$ cat config.mk
export PLATFORM = sky130hd
export DESIGN_NAME = annexb_obu_deframer
export DESIGN_NICKNAME = d
export VERILOG_FILES = /design/src/rtl/aob_pkg.sv /design/src/rtl/aob_leb.sv /design/src/rtl/aob_step.sv /design/src/rtl/annexb_obu_deframer.sv
export SDC_FILE = /design/constraint.sdc
export NUM_CORES = 1
export LEC_CHECK = 0
export ABC_AREA = 1
export BUFFER_PORTS_ARGS = -buffer_cell sky130_fd_sc_hd__buf_2
export CORE_MARGIN = 2
export CORE_UTILIZATION = 51
export CTS_BUF_LIST = sky130_fd_sc_hd__clkbuf_16
export CTS_CLUSTER_SIZE = 12
export DETAILED_ROUTE_END_ITERATION = 8
export PLACE_DENSITY = 0.75
export SLEW_MARGIN = 10
export SYNTH_ARGS = -nofsm -noshare
export SYNTH_HDL_FRONTEND = slang
export SYNTH_HIERARCHICAL = 1
export SYNTH_SLANG_ARGS = --single-unit
$ cat constraint.sdc
create_clock -name clk_i -period 9.06 [get_ports clk_i]
set_input_delay 0.906 -clock clk_i [delete_from_list [all_inputs] [get_ports clk_i]]
set_output_delay 0.906 -clock clk_i [all_outputs]
set_load 0.02 [all_outputs]
$ cat src/rtl/aob_pkg.sv
// ----------------------------------------------------------------------------
// aob_pkg: shared types and constants for the Annex B OBU deframer
// Codes for byte roles, error causes and parse phases, plus the result word
// handed from the parse step to the output register.
// ----------------------------------------------------------------------------
package aob_pkg;

  // Default limits: longest leb128 field in bytes, width of a decoded size
  localparam int LEB_MAX_BYTES = 8;
  localparam int SIZE_BITS     = 32;

  // Leb128 byte layout
  localparam logic [7:0] LEB_MORE_MASK = 8'h80;
  localparam logic [7:0] LEB_BITS_MASK = 8'h7f;
  localparam int         LEB_BITS      = 7;

  typedef enum logic [1:0] {
    PH_TU_SIZE  = 2'd0,
    PH_FU_SIZE  = 2'd1,
    PH_OBU_SIZE = 2'd2,
    PH_PAYLOAD  = 2'd3
  } phase_e;

  typedef enum logic [2:0] {
    ROLE_TU_SIZE  = 3'd0,
    ROLE_FU_SIZE  = 3'd1,
    ROLE_OBU_SIZE = 3'd2,
    ROLE_PAYLOAD  = 3'd3,
    ROLE_END      = 3'd4,
    ROLE_ERROR    = 3'd5
  } role_e;

  typedef enum logic [2:0] {
    ERR_NONE     = 3'd0,
    ERR_LEB      = 3'd1,
    ERR_FU_SIZE  = 3'd2,
    ERR_OBU_SIZE = 3'd3,
    ERR_TRUNC    = 3'd4
  } err_e;

  // Stream word kinds
  localparam logic KIND_BYTE = 1'b0;
  localparam logic KIND_EOS  = 1'b1;

  // Status of one leb128 byte
  typedef struct packed {
    logic bad;   // malformed or too large
    logic more;  // continuation bit set, field not complete
  } leb_status_t;

  // One result word
  typedef struct packed {
    logic [7:0] out_byte;
    role_e      role;
    logic       obu_start;
    logic       obu_end;
    logic       fu_end;
    logic       tu_end;
    err_e       err;
  } result_t;

endpackage

$ cat src/rtl/aob_leb.sv
// ----------------------------------------------------------------------------
// aob_leb: leb128 byte accumulator
// Merges one leb128 byte into the partial size value and flags overflow,
// an over-long field and whether more bytes follow.
// ----------------------------------------------------------------------------
module aob_leb #(
  parameter int LebMaxBytes = aob_pkg::LEB_MAX_BYTES,
  parameter int SizeBits    = aob_pkg::SIZE_BITS,
  localparam int CntW       = $clog2(LebMaxBytes + 1),
  localparam int ShW        = $clog2(aob_pkg::LEB_BITS * LebMaxBytes)
) (
  input  logic [7:0]          byte_i,
  input  logic [CntW-1:0]     count_i,
  input  logic [SizeBits-1:0] value_i,
  output logic [SizeBits-1:0] value_o,
  output logic [CntW-1:0]     count_o,
  output aob_pkg::leb_status_t status_o
);

  logic [6:0]                 bits;
  logic [ShW-1:0]             shift;
  logic [SizeBits+6:0]        placed;
  logic [SizeBits-1:0]        base;
  logic                       overflow;

  // Place the seven value bits at their weight
  always_comb begin
    bits     = 7'(byte_i & aob_pkg::LEB_BITS_MASK);
    shift    = ShW'(aob_pkg::LEB_BITS) * ShW'(count_i);
    placed   = {{SizeBits{1'b0}}, bits} << shift;
    base     = (count_i == '0) ? '0 : value_i;
    overflow = (32'(shift) >= 32'(SizeBits)) ? (bits != '0)
                                              : (|placed[SizeBits+6:SizeBits]);
  end

  // Merge, count and check the length limit
  always_comb begin
    value_o        = base | placed[SizeBits-1:0];
    count_o        = count_i + CntW'(1);
    status_o.more  = (byte_i & aob_pkg::LEB_MORE_MASK) != 8'h00;
    status_o.bad   = overflow ||
                     (status_o.more && (32'(count_o) >= 32'(LebMaxBytes)));
  end

endmodule

$ cat src/rtl/aob_step.sv
// ----------------------------------------------------------------------------
// aob_step: parse state and per-word step logic
// Holds the unit counters, the leb128 accumulator and the sticky error, and
// turns one stream word into one tagged result word.
// ----------------------------------------------------------------------------
module aob_step #(
  parameter int LebMaxBytes = aob_pkg::LEB_MAX_BYTES,
  parameter int SizeBits    = aob_pkg::SIZE_BITS,
  localparam int CntW       = $clog2(LebMaxBytes + 1)
) (
  input  logic             clk_i,
  input  logic             rst_ni,
  input  logic             step_i,
  input  logic             kind_i,
  input  logic [7:0]       byte_i,
  output aob_pkg::result_t res_o
);

  aob_pkg::phase_e       phase_q, phase_d;
  logic [SizeBits-1:0]   tu_q, tu_d;
  logic [SizeBits-1:0]   fu_q, fu_d;
  logic [SizeBits-1:0]   obu_q, obu_d;
  logic [SizeBits-1:0]   leb_value_q, leb_value_d;
  logic [CntW-1:0]       leb_count_q, leb_count_d;
  aob_pkg::err_e         err_q, err_d;

  logic [SizeBits-1:0]   leb_value;
  logic [CntW-1:0]       leb_count;
  aob_pkg::leb_status_t  leb_status;
  logic [SizeBits:0]     total;

  aob_leb #(
    .LebMaxBytes(LebMaxBytes),
    .SizeBits   (SizeBits)
  ) u_leb (
    .byte_i  (byte_i),
    .count_i (leb_count_q),
    .value_i (leb_value_q),
    .value_o (leb_value),
    .count_o (leb_count),
    .status_o(leb_status)
  );

  // Phase after a unit boundary: whichever enclosing unit still has room
  function automatic aob_pkg::phase_e after_unit(logic fu_zero, logic tu_zero);
    aob_pkg::phase_e ph;
    if (tu_zero) begin
      ph = aob_pkg::PH_TU_SIZE;
    end else if (fu_zero) begin
      ph = aob_pkg::PH_FU_SIZE;
    end else begin
      ph = aob_pkg::PH_OBU_SIZE;
    end
    return ph;
  endfunction

  // Size of a unit plus the bytes of its size field
  assign total = (SizeBits+1)'(leb_value) + (SizeBits+1)'(leb_count);

  // Next state and result for the word in hand
  always_comb begin
    phase_d     = phase_q;
    tu_d        = tu_q;
    fu_d        = fu_q;
    obu_d       = obu_q;
    leb_value_d = leb_value_q;
    leb_count_d = leb_count_q;
    err_d       = err_q;
    res_o       = '0;

    if (kind_i == aob_pkg::KIND_EOS) begin
      // Close the stream and return to reset
      if (err_q != aob_pkg::ERR_NONE) begin
        res_o.role = aob_pkg::ROLE_ERROR;
        res_o.err  = err_q;
      end else if (phase_q != aob_pkg::PH_TU_SIZE || leb_count_q != '0) begin
        res_o.role = aob_pkg::ROLE_ERROR;
        res_o.err  = aob_pkg::ERR_TRUNC;
      end else begin
        res_o.role = aob_pkg::ROLE_END;
      end
      phase_d     = aob_pkg::PH_TU_SIZE;
      tu_d        = '0;
      fu_d        = '0;
      obu_d       = '0;
      leb_value_d = '0;
      leb_count_d = '0;
      err_d       = aob_pkg::ERR_NONE;
    end else if (err_q != aob_pkg::ERR_NONE) begin
      // Sticky error: pass the byte, tag it
      res_o.out_byte = byte_i;
      res_o.role     = aob_pkg::ROLE_ERROR;
      res_o.err      = err_q;
    end else if (phase_q == aob_pkg::PH_PAYLOAD) begin
      // Payload: count down all three units
      res_o.out_byte  = byte_i;
      res_o.role      = aob_pkg::ROLE_PAYLOAD;
      res_o.obu_start = (obu_q == leb_value_q);
      obu_d = obu_q - SizeBits'(1);
      fu_d  = fu_q - SizeBits'(1);
      tu_d  = tu_q - SizeBits'(1);
      if (obu_d == '0) begin
        res_o.obu_end = 1'b1;
        res_o.fu_end  = (fu_d == '0);
        res_o.tu_end  = (tu_d == '0);
        phase_d       = after_unit(fu_d == '0, tu_d == '0);
      end
    end else begin
      // Size field byte of the current phase
      res_o.out_byte = byte_i;
      unique case (phase_q)
        aob_pkg::PH_TU_SIZE: res_o.role = aob_pkg::ROLE_TU_SIZE;
        aob_pkg::PH_FU_SIZE: res_o.role = aob_pkg::ROLE_FU_SIZE;
        default:             res_o.role = aob_pkg::ROLE_OBU_SIZE;
      endcase
      if (leb_status.bad) begin
        err_d      = aob_pkg::ERR_LEB;
        res_o.role = aob_pkg::ROLE_ERROR;
        res_o.err  = aob_pkg::ERR_LEB;
      end else if (leb_status.more) begin
        leb_value_d = leb_value;
        leb_count_d = leb_count;
      end else begin
        leb_value_d = leb_value;
        leb_count_d = '0;
        unique case (phase_q)
          aob_pkg::PH_TU_SIZE: begin
            tu_d = leb_value;
            if (leb_value == '0) begin
              res_o.tu_end = 1'b1;
            end else begin
              phase_d = aob_pkg::PH_FU_SIZE;
            end
          end
          aob_pkg::PH_FU_SIZE: begin
            if (total > {1'b0, tu_q}) begin
              err_d      = aob_pkg::ERR_FU_SIZE;
              res_o.role = aob_pkg::ROLE_ERROR;
              res_o.err  = aob_pkg::ERR_FU_SIZE;
            end else begin
              tu_d = tu_q - SizeBits'(leb_count);
              fu_d = leb_value;
              if (leb_value == '0) begin
                res_o.fu_end = 1'b1;
                res_o.tu_end = (tu_d == '0);
                phase_d      = after_unit(1'b1, tu_d == '0);
              end else begin
                phase_d = aob_pkg::PH_OBU_SIZE;
              end
            end
          end
          default: begin
            if (total > {1'b0, fu_q}) begin
              err_d      = aob_pkg::ERR_OBU_SIZE;
              res_o.role = aob_pkg::ROLE_ERROR;
              res_o.err  = aob_pkg::ERR_OBU_SIZE;
            end else begin
              tu_d  = tu_q - SizeBits'(leb_count);
              fu_d  = fu_q - SizeBits'(leb_count);
              obu_d = leb_value;
              if (leb_value == '0) begin
                res_o.obu_end = 1'b1;
                res_o.fu_end  = (fu_d == '0);
                res_o.tu_end  = (tu_d == '0);
                phase_d       = after_unit(fu_d == '0, tu_d == '0);
              end else begin
                phase_d = aob_pkg::PH_PAYLOAD;
              end
            end
          end
        endcase
      end
    end
  end

  // Advance the parse state once per word
  always_ff @(posedge clk_i or negedge rst_ni) begin
    if (!rst_ni) begin
      phase_q     <= aob_pkg::PH_TU_SIZE;
      tu_q        <= '0;
      fu_q        <= '0;
      obu_q       <= '0;
      leb_value_q <= '0;
      leb_count_q <= '0;
      err_q       <= aob_pkg::ERR_NONE;
    end else if (step_i) begin
      phase_q     <= phase_d;
      tu_q        <= tu_d;
      fu_q        <= fu_d;
      obu_q       <= obu_d;
      leb_value_q <= leb_value_d;
      leb_count_q <= leb_count_d;
      err_q       <= err_d;
    end
  end

endmodule

$ cat src/rtl/annexb_obu_deframer.sv
// ----------------------------------------------------------------------------
// annexb_obu_deframer: AV1 Annex B deframer, one byte per word
// Parses nested temporal-unit, frame-unit and OBU sizes and tags each byte.
// ----------------------------------------------------------------------------
// The block takes one stream word per clock cycle and returns exactly one
// result word for it, in order. A word passes through two registers: the
// input register, then the result register; the parse step between them
// updates the unit counters as the word moves on, and throughput is one word
// per cycle while the downstream side takes results. The result register and
// the input register together absorb a stall, and s_axis_tready drops only
// once both hold a word. Errors stay latched until an end-of-stream word,
// which also returns all parse state to its reset values.
module annexb_obu_deframer #(
  parameter int LebMaxBytes = aob_pkg::LEB_MAX_BYTES,
  parameter int SizeBits    = aob_pkg::SIZE_BITS
) (
  input  logic       clk_i,
  input  logic       rst_ni,
  // Input stream
  input  logic       s_axis_tvalid,
  output logic       s_axis_tready,
  input  logic [7:0] s_axis_tdata,   // [7:0] data_byte
  input  logic       s_axis_tuser,   // [0] kind
  // Result stream
  output logic       m_axis_tvalid,
  input  logic       m_axis_tready,
  output logic [7:0] m_axis_tdata,   // [7:0] out_byte
  output logic [8:0] m_axis_tuser,   // [2:0] role, [3] obu_start, [4] obu_end,
                                     // [5] frame_unit_end, [8:6] error_code
  output logic       m_axis_tlast    // temporal_unit_end
);

  logic             in_valid_q, in_valid_d;
  logic             in_kind_q;
  logic [7:0]       in_byte_q;
  logic             out_valid_q, out_valid_d;
  aob_pkg::result_t out_res_q;
  aob_pkg::result_t step_res;
  logic             advance;
  logic             in_take;

  // Move a word on when the result register is free or being emptied
  assign advance       = in_valid_q && (!out_valid_q || m_axis_tready);
  assign s_axis_tready = !in_valid_q || advance;
  assign in_take       = s_axis_tvalid && s_axis_tready;

  aob_step #(
    .LebMaxBytes(LebMaxBytes),
    .SizeBits   (SizeBits)
  ) u_step (
    .clk_i (clk_i),
    .rst_ni(rst_ni),
    .step_i(advance),
    .kind_i(in_kind_q),
    .byte_i(in_byte_q),
    .res_o (step_res)
  );

  // Valid flags
  always_comb begin
    in_valid_d = in_take ? 1'b1 : (advance ? 1'b0 : in_valid_q);
    if (advance) begin
      out_valid_d = 1'b1;
    end else if (m_axis_tready) begin
      out_valid_d = 1'b0;
    end else begin
      out_valid_d = out_valid_q;
    end
  end

  always_ff @(posedge clk_i or negedge rst_ni) begin
    if (!rst_ni) begin
      in_valid_q  <= 1'b0;
      out_valid_q <= 1'b0;
    end else begin
      in_valid_q  <= in_valid_d;
      out_valid_q <= out_valid_d;
    end
  end

  // Capture input word and result word
  always_ff @(posedge clk_i) begin
    if (in_take) begin
      in_kind_q <= s_axis_tuser;
      in_byte_q <= s_axis_tdata;
    end
    if (advance) begin
      out_res_q <= step_res;
    end
  end

  // Drive the result stream
  assign m_axis_tvalid = out_valid_q;
  assign m_axis_tdata  = out_res_q.out_byte;
  assign m_axis_tuser  = {out_res_q.err, out_res_q.fu_end, out_res_q.obu_end,
                          out_res_q.obu_start, out_res_q.role};
  assign m_axis_tlast  = out_res_q.tu_end;

  // An empty result register never blocks the input side
  a_ready_when_empty: assert property (@(posedge clk_i) disable iff (!rst_ni)
    !out_valid_q |-> s_axis_tready)
    else $error("input stalled with empty result register");

  // Error role and error code agree
  a_err_code: assert property (@(posedge clk_i) disable iff (!rst_ni)
    out_valid_q |-> ((out_res_q.role == aob_pkg::ROLE_ERROR) ==
                     (out_res_q.err != aob_pkg::ERR_NONE)))
    else $error("error role and code disagree");

  // OBU start only on payload bytes
  a_start_payload: assert property (@(posedge clk_i) disable iff (!rst_ni)
    (out_valid_q && out_res_q.obu_start) |-> out_res_q.role == aob_pkg::ROLE_PAYLOAD)
    else $error("obu_start outside payload");

  // Unit end marks never on end-of-stream or error words
  a_marks_clean: assert property (@(posedge clk_i) disable iff (!rst_ni)
    (out_valid_q && (out_res_q.obu_end || out_res_q.fu_end || out_res_q.tu_end)) |->
    (out_res_q.role != aob_pkg::ROLE_ERROR && out_res_q.role != aob_pkg::ROLE_END))
    else $error("unit end mark on end or error word");

  // A word in the input register moves on as soon as the output side frees
  a_advance: assert property (@(posedge clk_i) disable iff (!rst_ni)
    (in_valid_q && m_axis_tready) |=> out_valid_q)
    else $error("word not advanced into result register");

endmodule

Word level (Yosys, flattened, before mapping)
Cells that the tools add are included.

cells by class
  add/sub/neg operators = 7
  multipliers = 1
  $lt $le $gt $ge = 4
  equal/unequal tests = 19
  shift-type cells = 1
  muxes and demuxes = 95
  bitwise logic cells = 2
  reduce and logical (&&, ||, !) cells = 34

operators with widths
  operator                                                               number
  32-bit 2-to-1 mux                                                      26
  32-bit zero test                                                       6
  32-bit one-hot mux with 2 select lines                                 2
  32-bit by 1-bit subtractor with 32-bit output (second input constant)  3
  3-bit 2-to-1 mux                                                       26
  33-bit by 32-bit > comparator with 1-bit output                        2
  32-bit by 4-bit subtractor with 32-bit output                          2
  7-bit by 6-bit << shifter with 39-bit output                           1
  2-bit 2-to-1 mux                                                       19
  32-bit by 4-bit adder with 33-bit output                               1
  32-bit equality test                                                   1
  32-bit OR                                                              1
  4-bit 2-to-1 mux                                                       5
  3-bit one-hot mux with 2 select lines                                  3
  3-bit by 2-bit != test with 1-bit output (second input constant)       5
  7-bit AND reduction                                                    2
  4-bit by 3-bit != test with 1-bit output (second input constant)       3
  6-bit AND reduction                                                    2
  1-bit 2-to-1 mux                                                       9
  2-bit one-hot mux with 2 select lines                                  2
  8-bit AND reduction                                                    1
  4-bit nonzero test                                                     2
  7-bit nonzero test                                                     1
  7-bit OR reduction                                                     1
  24 further kinds                                                       37

storage, ports and cells
  bits in registers = 166
  input port bits = 13
  output and inout port bits = 20
  logic and storage cells = 181

Depth between registers and ports, before layout
Gate-level depths: netlist of run 1.

  depth after elaboration = 13
  gate-level depth with buffers = 47

Cells and area by module
Netlist of run 1, hierarchy kept.

modules (own cells, without submodules)
  module               instances  cells an instance  area an instance (µm²)
  aob_step             1          2364               14835.5
  aob_leb              1          235                1265.0
  annexb_obu_deframer  1          39                 905.9

Least setup slack after synthesis of run 1
Ideal clock, no wire load.

  path type = register to register
  start = register u_step.leb_count_q[0]
  end = register u_step.fu_q[11]
  library setup time = 0.121 ns
  data arrival time = 6.100 ns
  required time = 8.939 ns
  setup slack = 2.839 ns
  cell stages (with the launch flop) = 46
  cells stage by stage = dfrtp_1 buf_6 inv_6 fa_1 inv_1 ha_1 inv_1 fa_1 inv_1 buf_2 nor2_1 nand2_1 nand2_1 ha_1 inv_1 fa_1 o21ai_2 inv_1 [... 10 more ...] nand2_1 inv_1 o21ai_0 nand2_1 nand4_1 nand2_1 nor2_1 nand2_1 nand2_1 nand2_1 nand2_1 nand2_1 nand2_1 nand3_4 inv_4 buf_8 buf_8 o21ai_2

on the way
  elaborated cells on any way between the ends = 28
  those cells by class = add/sub (3); mul (1); order compare (4); eq/ne (3); shift (1); mux (10); bitwise (1); reduce/logical (5)

RTL lines
  element                                                                                           RTL line         source
  from (decl)                                                                                       aob_step.sv:24   logic [CntW-1:0] leb_count_q, leb_count_d;
  from (signal assigned)                                                                            aob_step.sv:192  leb_count_q <= leb_count_d;
  4-bit by 1-bit adder with 4-bit output (*)                                                        aob_leb.sv:39    count_o = count_i + CntW'(1);
  named net u_step.leb_count[0]                                                                     aob_step.sv:28   logic [CntW-1:0] leb_count;
  parallel branches: the longest is 8 deep, another holds 32-bit by 4-bit adder with 33-bit output  --
  to (signal assigned)                                                                              aob_step.sv:189  fu_q <= fu_d;
  to (decl)                                                                                         aob_step.sv:21   logic [SizeBits-1:0] fu_q, fu_d;

Mark *: on every way through the listed nets, which the timed path passes. The select of a mux whose other input is x is not followed.
A chain may end at the register's enable or synchronous reset.

Worst setup path after layout of run 1
  start = register u_step.leb_count_q[0]
  end = register u_step.obu_q[17]

on the way
  elaborated cells on any way between the ends = 24
  those cells by class = add/sub (2); mul (1); order compare (3); eq/ne (2); shift (1); mux (9); bitwise (1); reduce/logical (5)

RTL lines
  element                                                                                           RTL line         source
  4-bit by 1-bit adder with 4-bit output (*)                                                        aob_leb.sv:39
  named net u_step.leb_count[0]                                                                     aob_step.sv:28
  parallel branches: the longest is 4 deep, another holds 32-bit by 4-bit adder with 33-bit output  --
  6-bit AND reduction (no source line) (*)                                                          --
  to (signal assigned)                                                                              aob_step.sv:190  obu_q <= obu_d;
  to (decl)                                                                                         aob_step.sv:22   logic [SizeBits-1:0] obu_q, obu_d;

Marked as above.

==> impl_metrics.csv, run 1 <==
group,metric,value,unit
clock_network,htree_num_levels,4,
flow_run,timing.max_cap.violations,0,
drt,vias,18700,
timing,fin_skew,0.0170,ns
clock_network,postCtsSetupBuffers,0,
timing,min_period,8.30,ns
final_layout,drive_above_1_share,0.0906,
floorplan,core_area,32700,um^2
synthesis,yosysMostFrequentCell,"nand2_1",
critical_path,crit_path_end_kind,"register",
timing,setup_viol,0,
synthesis,ys_ff_latch,165,
drt,wl,69200,um
clock_network,cts_tree,"built",
synthesis,avgSynthCellArea,6.45,um^2
synthesis,netlist_area,17000,um^2
clock_network,hold_buffers,0,
timing,rsz0062_at_grt,"false",
critical_path,crit_top_cell,"nand2_1",
synthesis,ys_warn_count,6,
min_path,min_path_type,"input port to asynchronous set/reset pin",
critical_path,max_stage_delay,0.82,ns
synthesis,synth.largest_area_cell,"dfrtp_1",
global_route,grtUsageTotal,0.397,
global_route,grt_pass1_vias,18100,
clock_network,numCtsBuffers,17,
floorplan,pin_count,33,
drt,initialDrtViolationCount,2401,
synthesis,synthArstFlopShare,0.836,
clock_network,clockBufferDepth,2,
clock_network,clockRootBuffer,"clkbuf_16",
timing,slew_viol_final,0,
drt,drtAntennaViolNets,0,
global_route,grt_max_degree,72,
timing,fin_tns_setup,0,ns
global_route,grt_pass1_wl,106000,um
drt,drc,0,
floorplan,die_w,187,um
critical_path,slowest_stage,"fa_1",
drt,wl_per_cell,22.4,um
global_route,antenna_found_initial,1,
floorplan,rows,66,
synthesis,synth-edff-count,27,
synthesis,synthTopCellsByCount,"nand2_1 (697), nor2_1 (367), inv_1 (310), nand3_1 (184), o21ai_0 (164)",
critical_path,worstSetupStartpointType,"register",
floorplan,die_area,34800,um^2
synthesis,synth-seq-area-share,0.251,
synthesis,synth_cells,2638,
place,hpwl,53500,um
drt,via_per_inst,6.06,
final_layout,area_delta_synth_final,6.32,%
final_layout,layout.nets,2745,
timing,tightest_slew,1.05,ns
timing,fmax,120,MHz
critical_path,cp.required,9.43,ns
synthesis,yosysUniqueCellTypes,66,
clock_network,clkLatencyLatePin,0.46,ns
floorplan,floorplan.initialDensity,0.520,
synthesis,yosys.area.top_type_share,0.203,
critical_path,arrival,8.67,ns
clock_network,clk_pin_slew,0.08,ns
floorplan,die_y,187,um
synthesis,synth_flop_cell,"dfrtp_1",
critical_path,path_class,"register to register",
synthesis,syn_nets,2748,
global_route,grt.overflow.total,0,
place,io_buffers,32,
drt,firstDrtPassIters,6,
timing,fin_crit_sh,0.916,
final_layout,num_antenna_cells,0,
clock_network,cts.sinks,165,
timing,fin_hold_ws,0.504,ns
synthesis,synth_area_leaders,"dfrtp_1 (20%), nand2_1 (15%), nor2_1 (8.1%)",
timing,hold_viol,0,
run_status,status,"completed",
timing,relSlewSlack,0.297,
place,gp_congestion,1.02,
critical_path,crit_fanout,47,
==> cell usage in the layout (no fill, tap or decap), types with 19 or more instances in the layout <==
master,instances
nand4_1,44
o22ai_1,97
o21ai_0,164
dfrtp_1,138
buf_4,22
a21oi_1,64
nor3_1,19
o21ai_2,54
nand2_1,697
ha_1,90
nand2_2,44
inv_1,310
nor2_1,366
edfxtp_1,27
nand3_1,184
xor2_1,111
buf_2,31
==> metal layers <==
| metal | track usage | up-vias | routed length [um] |
|---|---|---|---|
| li1 | - | 8659 | - |
| met2 | 0.608 | 1095 | 29700 |
| met3 | 0.0967 | 306 | 7160 |
| met5 | 0 | - | 12 |
| met1 | 0.503 | 8650 | 27300 |
| met4 | 0.248 | 2 | 5040 |
==> critical path, delay by kind of cell, from the launching register on <==
family | cells | cell delay (ns)
AND/OR/NAND/NOR | 20 | 3.02
adder cells (fa/ha/maj) | 6 | 2.36
buffers and inverters | 9 | 1.40
flip-flops | 1 | 0.61
AO/OA/AOI/OAI | 4 | 0.59
XOR/XNOR | 1 | 0.20
==> registers in the layout, indices dropped and copies added, names as in the netlist <==
signal and flops:
in_byte_q 8, in_kind_q 1, in_valid_q 1, m_axis_tdata 8, m_axis_tlast 1, m_axis_tuser 9, m_axis_tvalid 1, u_step/err_q 2
u_step/fu_q 32, u_step/leb_count_q 4, u_step/leb_value_q 32, u_step/obu_q 32, u_step/phase_q 2, u_step/tu_q 32
==> metrics by stage <==
| step | utilization | instance area, um^2 | instances | setup WS [ns] |
|---|---|---|---|---|
| floorplan | - | 17000 | 2638 | 2.84 |
| global placement | 0.535 | 17500 | 3058 | 0.876 |
| detailed placement | 0.535 | 17500 | 3058 | 0.814 |
| CTS | 0.553 | 18100 | 3090 | 0.759 |
| global route | 0.553 | 18100 | 3090 | 0.00321 |
| finish | 0.553 | 18100 | 3090 | 0.759 |
==> area by class of cell <==
type                            count  area [um^2]
Clock buffer                       18          450
Clock inverter                     14          149
Timing Repair Buffer               55          352
Sequential cell                   165         4260
Tap cell                          442          553
Inverter                          326         1240
Multi-Input combinational cell   2070        11100
Fill cell                        3361        14600
==> final timing paths <==
| check | start | endpoint | cells past startpoint | slack, ns |
|---|---|---|---|---|
| worst max-delay path | u_step/leb_count_q[0] | u_step/obu_q[17] | 40 | 0.76 |
| worst min-delay path | rst_ni | u_step/leb_value_q[1] | 1 | 0.50 |
| worst max register to register | u_step/leb_count_q[0] | u_step/obu_q[17] | 40 | 0.76 |
| worst min register to register | in_valid_q | m_axis_tvalid | 2 | 0.52 |
| max in group asynchronous | rst_ni | u_step/tu_q[31] | 2 | 7.09 |
| min in group clk_i | in_valid_q | m_axis_tvalid | 2 | 0.52 |
==> repair_timing <==
| item | in CTS | in global routing |
|---|---|---|
| gates resized for setup | 0 | 2 |
| endpoints found under the setup margin | 0 | 31 |
| endpoints found under the hold margin | 0 | 0 |
==> cell families after synthesis <==
| logic type | after synthesis | share of synthesized area |
|---|---|---|
| buffers and inverters | 403 | 0.0983 |
| xor gates and xnor gates | 120 | 0.0622 |
| muxes | 1 | 0.000589 |
| DFF | 165 | 0.251 |
| adders and majority gates | 97 | 0.0745 |
| AOI/OAI and AO/OA | 436 | 0.156 |
| and+or+nand+nor | 1416 | 0.357 |
Power of run 1 is left out: the tool's default activity adds up to more than one toggle a clock period on the data nets, which glitch-free logic cannot reach.
==> inputs of run 2 (changes only) <==
ABC_AREA = default   (was 1)
==> run 2 against run 1 <==
  * Die area fell by 4.1%
  * Setup slack gained 0.072 ns
  * Hold slack better by 0.0069 ns
  * Cell area decreased by 4.6%
  * Flip-flop and latch count is the same
  * Via count shrank 5.4%
  * Global-route usage increased by 1.4 points
  * Utilization decreased by 0.50 points
  * Sequential share of layout area up 1.2 points
  * Critical path type unchanged
  * Critical endpoint is now u_step/fu_q[3]
  * Highest routed layer unchanged
==> impl_metrics.csv, run 2 <==
group,metric,value,unit
timing,fmax,122,MHz
drt,firstDrtPassIters,7,
synthesis,synth_simple_gate_area_frac,0.257,
timing,hold_viol,0,
synthesis,ys_ff_latch,165,
clock_network,cts.sinks,165,
synthesis,ys_warn_count,6,
global_route,use_met1,0.530,
power,cellPowerDensity,457,nW/um^2
timing,slew_viol_final,0,
global_route,grt.overflow.total,0,
final_layout,layout.nets,2142,
drt,drc,0,
synthesis,synth-edff-count,27,
clock_network,clk_pin_slew,0.07,ns
global_route,grt_pass1_vias,16800,
drt,drtAntennaViolNets,0,
critical_path,path_class,"register to register",
clock_network,cts_tree,"built",
place,hpwl,49000,um
place,gp_congestion,1.03,
floorplan,pin_count,33,
drt,wl,68600,um
timing,rsz0062_at_grt,"false",
clock_network,clockBufferDepth,2,
drt,wl_per_cell,28.0,um
critical_path,ff2ff_setup_slack,0.83,ns
run_status,status,"completed",
synthesis,yosysMostFrequentCell,"o21ai_0",
timing,fin_skew,0.0150,ns
timing,setup_viol,0,
synthesis,synth_cells,2088,
critical_path,crit_path_end_kind,"register",
floorplan,die_y,183,um
global_route,antenna_found_initial,3,
clock_network,clkLatencyLatePin,0.46,ns
clock_network,htree_num_levels,4,
global_route,grt_pass1_wl,104000,um
clock_network,hold_buffers,0,
power,p_leak,0.00697,uW
final_layout,area_delta_synth_final,5.84,%
synthesis,syn_nets,2198,
global_route,gr-max-usage-layer,"met2",
synthesis,synthArstFlopShare,0.836,
timing,tightest_slew,1.22,ns
clock_network,numCtsBuffers,17,
synthesis,yosys.area.top_type_share,0.212,
clock_network,clockRootBuffer,"clkbuf_16",
timing,fin_tns_setup,0,ns
floorplan,core_area,31500,um^2
timing,relSlewSlack,0.183,
critical_path,slowest_stage,"nand3_1",
global_route,grtUsageMet2,0.607,
synthesis,netlist_area,16300,um^2
synthesis,synthMuxAreaShare,0.0156,
global_route,grt.met3_usage,0.126,
synthesis,yosysUniqueCellTypes,113,
final_layout,final_common_cell,"o21ai_0",
critical_path,arrival,8.52,ns
synthesis,avgSynthCellArea,7.80,um^2
floorplan,floorplan.initialDensity,0.518,
synthesis,synth-seq-area-share,0.262,
power,peakVddDrop,0.206,mV
final_layout,nFillCells,2921,
timing,fin_hold_ws,0.511,ns
place,io_buffers,32,
synthesis,synth.largest_area_cell,"dfrtp_1",
critical_path,cp.required,9.35,ns
synthesis,synth_compound_area_frac,0.243,
final_layout,drive_above_1_share,0.103,
final_layout,num_antenna_cells,0,
critical_path,max_stage_delay,0.70,ns
critical_path,crit_fanout,21,
global_route,grt_max_degree,80,
final_layout,layout_common_cells,"o21ai_0 (197), nor2_1 (183), nand2_1 (174), a21oi_1 (145), dfrtp_1 (135)",
floorplan,die_w,183,um
drt,vias,17700,
floorplan,rows,65,
final_layout,final_util,0.548,
drt,via_per_inst,7.23,
global_route,grtUsageTotal,0.411,
synthesis,synth-adder-area-share,0.0777,
synthesis,synth_area_leaders,"dfrtp_1 (21%), ha_1 (6.9%), o21ai_0 (6.1%)",
clock_network,postCtsSetupBuffers,0,
synthesis,synthTopCellsByCount,"o21ai_0 (197), nor2_1 (186), nand2_1 (176), a21oi_1 (145), dfrtp_1 (138)",
drt,initialDrtViolationCount,2632,
timing,fin_crit_sh,0.908,
floorplan,die_area,33400,um^2
clock_network,cts-resized-gates,0,
synthesis,synth_top_family_by_area,"simple AND/OR/NAND/NOR gates",
flow_run,timing.max_cap.violations,0,
critical_path,worstSetupStartpointType,"register",
timing,min_period,8.23,ns
synthesis,synth_flop_cell,"dfrtp_1",
synthesis,synthXorXnorAreaFrac,0.0756,
min_path,min_path_type,"input port to asynchronous set/reset pin",
## run 2: changes by cell type in the layout (fill, tap and decap cells not counted), sizes merged, moves of 79 or more
| cell | before | now |
|---|---|---|
| nand2 | 741 | 178 |
| inv | 334 | 106 |
| nor2 | 383 | 187 |
| nand3 | 193 | 67 |
| xnor2 | 9 | 104 |
| a21oi | 66 | 145 |
## run 2: cell families after synthesis
group	Yosys count
xor gates and xnor gates	138
buffers and inverters	263
AOI/OAI and AO/OA	611
DFF	165
muxes	24
and+or+nand+nor	790
adders and majority gates	97
## run 2: final cells by class
class	instances	area [um^2]	share of cell area
multi-input combinational	1660	10900	0.634
sequential	165	4270	0.247
timing repair buffer	86	572	0.0332
tap	402	503	0.0292
clock buffer	17	425	0.0247
inverter	102	383	0.0222
clock inverter	15	165	0.00958
## run 2: report_power, final
part	total, uW	internal [uW]	leakage [uW]	switching (uW)
logic	5720	1910	0.00455	3820
clock network	762	391	0.000288	371
registers	1400	958	0.00213	440
## run 2: stage by stage
stage / instance area [um^2] / power [uW] / setup WS (ns) / std cells
floorplan: 16300 / 5150 / 1.82 / 2088
global placement: 16600 / 6740 / 1.16 / 2415
detailed placement: 16600 / 6820 / 0.895 / 2415
CTS: 17200 / 7600 / 0.835 / 2447
global route: 17200 / 8330 / 0.0530 / 2447
finish: 17200 / 7880 / 0.831 / 2447
## run 2: layer usage
metal / routed length (um) / vias to the layer above / part of all wire
met2: 28700 / 1362 / 0.42
li1: - / 7597 / -
met3: 9100 / 305 / 0.13
met5: 32 / - / 0.00047
met1: 26200 / 8425 / 0.38
met4: 4610 / 4 / 0.067
## run 2: path summary, 6_finish.rpt
| path | to | cells past startpoint | startpoint |
|---|---|---|---|
| setup reg to reg | u_step/fu_q[3] | 32 | u_step/leb_count_q[0] |
| setup / recovery | u_step/fu_q[3] | 32 | u_step/leb_count_q[0] |
| max in group asynchronous | u_step/phase_q[1] | 2 | rst_ni |
| hold reg to reg | m_axis_tvalid | 1 | in_valid_q |
| hold / removal | m_axis_tvalid | 1 | rst_ni |
| min in group clk_i | m_axis_tvalid | 1 | in_valid_q |
## run 2: worst max-delay path, delay by kind of cell (launching register included)
kind | cells | cell delay [ns]
adder cells (fa/ha/maj) | 6 | 2.06
XOR/XNOR | 2 | 0.37
AO/OA/AOI/OAI | 7 | 1.90
flip-flops | 1 | 0.57
buffers and inverters | 5 | 0.51
AND/OR/NAND/NOR | 12 | 2.64
(Power assumes the default switching activity.)
